### src/rtl/fsg_pkg.sv
// Shared types, sizes and address helper for the falling-sand grid block.
// No dependencies; used by every module of the block.
package fsg_pkg;

  localparam int ROWS       = 128;
  localparam int COLS       = 256;
  localparam int RW         = $clog2(ROWS);
  localparam int CW         = $clog2(COLS);
  localparam int BANK_ROWS  = (ROWS + 1) / 2;
  localparam int BANK_DEPTH = BANK_ROWS * COLS;
  localparam int BANK_AW    = $clog2(BANK_DEPTH);
  localparam int COLOR_W    = 24;

  typedef logic [COLOR_W-1:0] color_t;

  localparam logic [1:0] MODE_STEP  = 2'd0;
  localparam logic [1:0] MODE_WRITE = 2'd1;
  localparam logic [1:0] MODE_READ  = 2'd2;

  localparam color_t CLEAR_COLOR = '0;

  typedef struct packed {
    logic [1:0] mode;
    logic [6:0] row;
    logic [7:0] col;
    color_t     color;
  } in_t;

  typedef struct packed {
    color_t read_color;
    logic   step_done;
  } out_t;

  typedef struct packed {
    logic load;
    logic visit;
    logic left_ok;
  } vis_ctl_t;

  typedef struct packed {
    logic   hi_wr;
    logic   moved;
    color_t hi_data;
  } vis_res_t;

  // Rows alternate between two banks; each bank holds every second row.
  function automatic logic [BANK_AW-1:0] cell_addr(input logic [RW-1:0] r,
                                                   input logic [CW-1:0] c);
    logic [BANK_AW-1:0] half;
    half = BANK_AW'(r >> 1);
    return BANK_AW'(half * BANK_AW'(COLS)) + BANK_AW'(c);
  endfunction

endpackage

### src/rtl/fsg_visit.sv
// Sweep window: holds the cells around the current column and decides moves.
// Depends on fsg_pkg for the colour type and control structs.
module fsg_visit (
  input  logic                 clk,
  input  logic                 rst_n,
  input  fsg_pkg::vis_ctl_t    ctl,
  input  fsg_pkg::color_t      bg,
  input  fsg_pkg::color_t      rd_dn,
  input  fsg_pkg::color_t      rd_up,
  output fsg_pkg::vis_res_t    res
);

  fsg_pkg::color_t hi_r;
  fsg_pkg::color_t mid_r;
  fsg_pkg::color_t up_r;
  logic            hi_ok_r;

  logic            grain;
  logic            mid_e;
  logic            left_e;
  logic            hi_e;
  logic            mv_mid;
  logic            mv_left;
  logic            mv_hi;
  fsg_pkg::color_t mid_new;
  fsg_pkg::color_t left_new;
  fsg_pkg::color_t hi_new;

  always_comb begin
    grain    = ctl.visit && (up_r != bg);
    mid_e    = (mid_r == bg);
    left_e   = ctl.left_ok && (rd_dn == bg);
    hi_e     = hi_ok_r && (hi_r == bg);
    mv_mid   = grain && mid_e;
    mv_left  = grain && !mid_e && left_e;
    mv_hi    = grain && !mid_e && !left_e && hi_e;
    mid_new  = mv_mid  ? up_r : mid_r;
    left_new = mv_left ? up_r : rd_dn;
    hi_new   = mv_hi   ? up_r : hi_r;
    res.hi_wr   = ctl.visit && hi_ok_r;
    res.moved   = mv_mid || mv_left || mv_hi;
    res.hi_data = hi_new;
  end

  always_ff @(posedge clk) begin
    if (!rst_n) begin
      hi_ok_r <= 1'b0;
    end else if (ctl.load) begin
      hi_ok_r <= 1'b0;
    end else if (ctl.visit) begin
      hi_ok_r <= 1'b1;
    end
  end

  always_ff @(posedge clk) begin
    if (ctl.load) begin
      mid_r <= rd_dn;
      up_r  <= rd_up;
    end else if (ctl.visit) begin
      hi_r  <= mid_new;
      mid_r <= left_new;
      up_r  <= rd_up;
    end
  end

endmodule

### config.mk
export PLATFORM = sky130hd
export DESIGN_NAME = fsg_visit
export DESIGN_NICKNAME = d
export VERILOG_FILES = /design/src/rtl/fsg_pkg.sv /design/src/rtl/fsg_visit.sv
export SDC_FILE = /design/constraint.sdc
export NUM_CORES = 1
export LEC_CHECK = 0
export ABC_CLOCK_PERIOD_IN_PS = 4000
export BUFFER_PORTS_ARGS = -buffer_cell sky130_fd_sc_hd__buf_4
export CAP_MARGIN = 30
export CORE_AREA = 2 2 105 107
export CTS_CLUSTER_SIZE = 24
export DETAILED_ROUTE_END_ITERATION = 6
export DIE_AREA = 0 0 107 109
export SYNTH_ARGS = -nofsm -noshare
export SYNTH_HDL_FRONTEND = slang
export SYNTH_SLANG_ARGS = --single-unit
### constraint.sdc
create_clock -name clk -period 4 [get_ports clk]
set_input_delay 0.8 -clock clk [delete_from_list [all_inputs] [get_ports clk]]
set_output_delay 0.8 -clock clk [all_outputs]
set_load 0.02 [all_outputs]
==> impl_metrics.ini, run 1 <==
[worst_setup_path]
end_kind = primary output
cp-start-kind = input pin
startpoint = bg[19]
path_cells = buf_4 > xnor2_1 > nand4_1 > nor4_1 > nand4_1 > nor4b_4 > buf_4 > mux2_2 > buf_4
crit_slowest_cell = mux2_2
worstPathArrival_ns = 2.93
crit_type = input pin to primary output
cp.required_ns = 3.20
r2r_start = mid_r[3]$_DFFE_PP_
cpMostUsedCell = buf_4
cp_max_fo = 12
slowest_delay_ns = 0.37
reg2reg_slack_ns = 1.36

[grt]
grt_pass1_vias = 2984
grt.total_usage_pct = 20.0
grt_start_max_net_pins = 31
grt-ovfl-total = 0
grt_pass1_wl_um = 16600
antenna_found_initial = 0

[drt]
drcViolationCount = 0
vias = 2743
ant_nets = 0
wire_per_inst_um = 19.8
vias_per_cell = 4.93
firstDrtPassIters = 4
drt_iter0_drc = 81
wirelength_um = 11000

[cts]
cts_tree = built
cts_sinks = 73
clockBufferDepth = 2
htreeDepth = 3
clk_latency_ns = 0.38
cts_hold_buf = 0
root_buffer = clkbuf_8
ctsResizeCount = 0
cts_buffers = 9
clkSlewWorstSetupHoldPaths_ns = 0.08
post_cts.repair.setup_buffers = 0

[synthesis]
synth_top_area_share_pct = 50.0
synth_edf_count = 72
ys_ff_latch = 73
syn-num-nets = 378
syn_inst = 301
synth_top_area_cell = edfxtp_1
synth-async-reset-ratio_pct = 0
synth.distinct_cells = 35
synth_flop_cell = edfxtp_1
syn_avg_cell_area_sq_um = 14.4
yosysSeqAreaShare_pct = 50.4
syn_area_sq_mm = 0.00433
synth_warnings = 0
synth_area_leaders = edfxtp_1 (50%), mux2_2 (13%), xor2_1 (11%)

[pwr]
p_per_area_mw_per_mm2 = 359
p_leak_uw = 0.00215
p_total_uw = 1960
peakVddDrop_mv = 0.285

[sta]
finalHoldViolCount = 0
tightestPinTransition_ns = 0.799
rsz0062_at_grt = no
period_share_pct = 93.2
fmax_mhz = 268
relSlewSlack_pct = 46.7
maxSlewViolCount = 0
finalClockSkew_ns = 0.0150
setup_violations = 0
fin_setup_tns_ns = 0
period_needed_ns = 3.73

[floorplanning]
pin_count = 103
rows = 38
dieHeight_um = 109
die_area_sq_mm = 0.0117
die_width_um = 107
core_sq_mm = 0.0106
start_util_pct = 40.8

[min_path]
hp-class = flop to flop
hold_start = hi_ok_r$_SDFFE_PP0P_

[placed_design]
dp_hpwl_um = 8380
io_buffers = 102
gp_congestion = 0.819

[layout]
diodes = 0
fillers = 927
layout-drive-gt1-share_pct = 48.8
seq_area_sq_mm = 0.00218
nNetsFinal = 488
area_delta_synth_final_pct = 26.4
multiInputGateArea_sq_mm = 0.00204

[flow_run]
maxCapViolations = 0

[run_status]
status = complete, no violations
==> where the power goes <==
group | switching (uW) | internal [uW]
Sequential | 50.8 | 909
Clock | 293 | 409
Combinational | 141 | 160
Total | 485 | 1480
==> kinds of logic (layout without fill, tap and decap cells) <==
family	count (synthesis)	in the layout	synth area share [%]
xor gates and xnor gates	92	92	18.6
muxes	72	72	20.5
DFF	73	73	50.4
buffers and inverters	15	130	2.63
AOI/OAI and AO/OA	7	7	1.30
and+or+nand+nor	42	42	6.56
==> metrics by stage <==
stage	setup WS [ns]	std cells	area (sq um)	utilization [%]	hold WS, ns
2_1_floorplan	0.592	301	4330	-	0.481
3_3_place_gp	0.276	540	5240	49.4	0.501
3_5_place_dp	0.288	540	5240	49.4	0.513
4_1_cts	0.266	556	5470	51.6	0.525
5_1_grt	0.106	556	5470	51.6	0.566
6_report	0.274	556	5470	51.6	0.523
==> routing by layer <==
metal / vias up / track usage [%] / wire length (um)
met3: 13 / 5.98 / 477
met1: 1331 / 25.0 / 4950
met5: - / 0 / 0
met4: 0 / 6.68 / 200
li1: 1331 / - / -
met2: 68 / 33.4 / 5360
==> layout by cell type (no fill, tap or decap), types with 2 or more instances in the layout <==
cell type and count:
nor2_1 4, mux2_2 51, edfxtp_1 72, inv_2 2
clkbuf_8 9, inv_1 3, nand2_1 2, nor3_1 2
nor4_1 13, and2_1 2, xnor2_1 37, buf_4 109
bufinv_16 3, mux2_4 20, clkinv_2 3, nand4_1 11
xor2_1 55
==> final cells by class <==
| cell class | count | share of cell area (%) |
|---|---|---|
| Sequential cell | 73 | 39.9 |
| Multi-Input combinational cell | 213 | 37.4 |
| Timing Repair Buffer | 109 | 15.0 |
| Clock buffer | 9 | 2.26 |
| Tap cell | 140 | 3.20 |
| Clock inverter | 7 | 1.99 |
| Inverter | 5 | 0.343 |
==> synthesized netlist by cell type (3+ instances only) <==
cell,n
edfxtp_1,72
xor2_1,55
mux2_2,51
xnor2_1,37
mux2_4,20
nor4_1,13
nand4_1,11
nor2_1,5
buf_4,4
inv_1,3
==> final timing paths <==
check	cells past startpoint	to
setup reg to reg	7	mid_r[15]$_DFFE_PP_
hold / removal	2	hi_ok_r$_SDFFE_PP0P_
hold reg to reg	2	hi_ok_r$_SDFFE_PP0P_
setup / recovery	9	res[23]
==> flip-flops by register name, indices dropped and copies added, names as in the netlist <==
register,count
hi_r,24
hi_ok_r,1
mid_r,24
up_r,24
==> worst max-delay path: cells and delay by family <==
kind	cells	cell delay (ns)
buf+inv	3	0.58
xor+xnor	1	0.19
simple gates	4	0.98
mux	1	0.37
(Power assumes the default switching activity.)
==> inputs of run 2 (changes only) <==
--- a/config.mk
+++ b/config.mk
@@ -8,10 +8,11 @@
 export ABC_CLOCK_PERIOD_IN_PS = 4000
 export BUFFER_PORTS_ARGS = -buffer_cell sky130_fd_sc_hd__buf_4
 export CAP_MARGIN = 30
-export CORE_AREA = 2 2 105 107
+export CORE_AREA = 2 2 126 128
 export CTS_CLUSTER_SIZE = 24
 export DETAILED_ROUTE_END_ITERATION = 6
-export DIE_AREA = 0 0 107 109
+export DIE_AREA = 0 0 128 130
+export SLEW_MARGIN = 20
 export SYNTH_ARGS = -nofsm -noshare
 export SYNTH_HDL_FRONTEND = slang
 export SYNTH_SLANG_ARGS = --single-unit
==> impl_metrics.ini, run 2 (synthesized netlist as in run 1, its figures left out) <==
[run_status]
status = complete, no violations

[worst_setup_path]
startpoint = bg[20]
worst-path-buf-inv = 3
r2r_start = mid_r[13]$_DFFE_PP_
reg2reg_slack_ns = 1.04
path_cells = buf_4 > xnor2_1 > nand4_1 > nor4_1 > nand4_1 > nor4b_4 > buf_4 > mux2_2 > buf_4
cp_max_fo = 11
cpMostUsedCell = buf_4
reg2regPathDepth = 7
end_kind = primary output
worstPathArrival_ns = 3.07
cp-start-kind = input pin
crit_slowest_cell = nor4_1
worst_path_dominant_cell_family = simple AND/OR/NAND/NOR gates
slowest_delay_ns = 0.37
crit_type = input pin to primary output
reg2reg_to = hi_r[17]$_DFFE_PP_
cp.required_ns = 3.20

[sta]
tightestPinTransition_ns = 0.847
finalClockSkew_ns = 0.00957
relSlewSlack_pct = 43.4
period_share_pct = 96.7
setup_violations = 0
setup_ws_ns = 0.132
maxSlewViolCount = 0
finalHoldViolCount = 0
fin_setup_tns_ns = 0
period_needed_ns = 3.87
rsz0062_at_grt = no
fmax_mhz = 259

[pwr]
p_per_area_mw_per_mm2 = 367
seq_power_share_pct = 46.9
p_clk_share_pct = 38.3
p_leak_uw = 0.00218
p_sw_share_pct = 24.9
power.switching_uw = 512
peakVddDrop_mv = 0.192
pwr-share-comb_pct = 14.8
internal_power_uw = 1540

[cts]
clockBufferDepth = 2
ctsResizeCount = 0
root_buffer = clkbuf_16
post_cts.repair.setup_buffers = 0
clkSlewWorstSetupHoldPaths_ns = 0.05
cts_hold_buf = 0
cts_tree = built
cts_sinks = 73
clk_latency_ns = 0.35
cts_buffers = 9
htreeDepth = 3

[grt]
grt-ovfl-total = 0
grt_start_max_net_pins = 28
grt_pass1_vias = 3094
grt.total_usage_pct = 15.2
grt_pass1_wl_um = 18100
antenna_found_initial = 0

[placed_design]
pre_cts_ws_ns = 0.155
dp.cells = 594
place_area_sq_mm = 0.00531
io_buffers = 102
dp_hpwl_um = 9590
gp_congestion = 0.901

[layout]
final_common_cell = buf_4
fin_area_sq_mm = 0.00560
fin_util_pct = 36.3
nNetsFinal = 490
final_cell_mix = buf_4 (111), edfxtp_1 (72), xor2_1 (55)
top_regs = hi_r (24), mid_r (24), up_r (24)
area_delta_synth_final_pct = 29.4
diodes = 0
layout-drive-gt1-share_pct = 48.8
instances_no_fill = 610

[min_path]
hp-class = flop to flop
min_to = hi_ok_r$_SDFFE_PP0P_
holdPathStages = 2
hold_start = hi_ok_r$_SDFFE_PP0P_

[floorplanning]
die_width_um = 128
pin_count = 103
core_sq_mm = 0.0154
die_area_sq_mm = 0.0166
dieHeight_um = 130
start_util_pct = 28.1
rows = 46

[drt]
vias_per_cell = 4.58
ant_nets = 0
firstDrtPassIters = 4
drt_iter0_drc = 117
wirelength_um = 12300
drcViolationCount = 0
vias = 2796
wire_per_inst_um = 20.1

[flow_run]
maxCapViolations = 0
[run 2: cell type report]
cell class                      count  area [sq um]
Tap cell                          192           240
Inverter                            5          18.8
Timing Repair Buffer              111           833
Fill cell                        1555          9820
Clock buffer                       14           274
Multi-Input combinational cell    213          2040
Clock inverter                      2          12.5
Sequential cell                    73          2180
[run 2: worst max path at each step]
stage          endpoint  cells past startpoint
2_1_floorplan    res[3]                      8
3_5_place_dp    res[23]                      9
4_1_cts         res[23]                      9
6_report        res[13]                      9
5_1_grt         res[17]                      9
3_3_place_gp    res[13]                      9
[run 2: tightest hold or removal path, delay by kind of cell (launching register included)]
kind	cells	cell delay, ns
flip-flops	1	0.32
AND/OR/NAND/NOR	2	0.15
[run 2: routing by layer]
metal	part of all wire [%]	track usage [%]	up-vias
li1	-	-	1346
met1	45	19.4	1360
met2	47	24.8	80
met3	6.5	5.21	10
met4	1.3	3.62	0
met5	0	0	-
[run 2: power by group through the flow]
stage / sequential [uW] / clock, uW / combinational, uW
global route: 971 / 834 / 327
finish: 962 / 787 / 304
floorplan: 960 / 0 / 160
global placement: 975 / 0 / 306
CTS: 962 / 805 / 308
detailed placement: 977 / 0 / 306
[run 2: stage by stage]
step / total power, uW / hold WS [ns]
floorplan: 1120 / 0.481
global placement: 1280 / 0.502
detailed placement: 1280 / 0.521
CTS: 2080 / 0.529
global route: 2130 / 0.550
finish: 2050 / 0.524
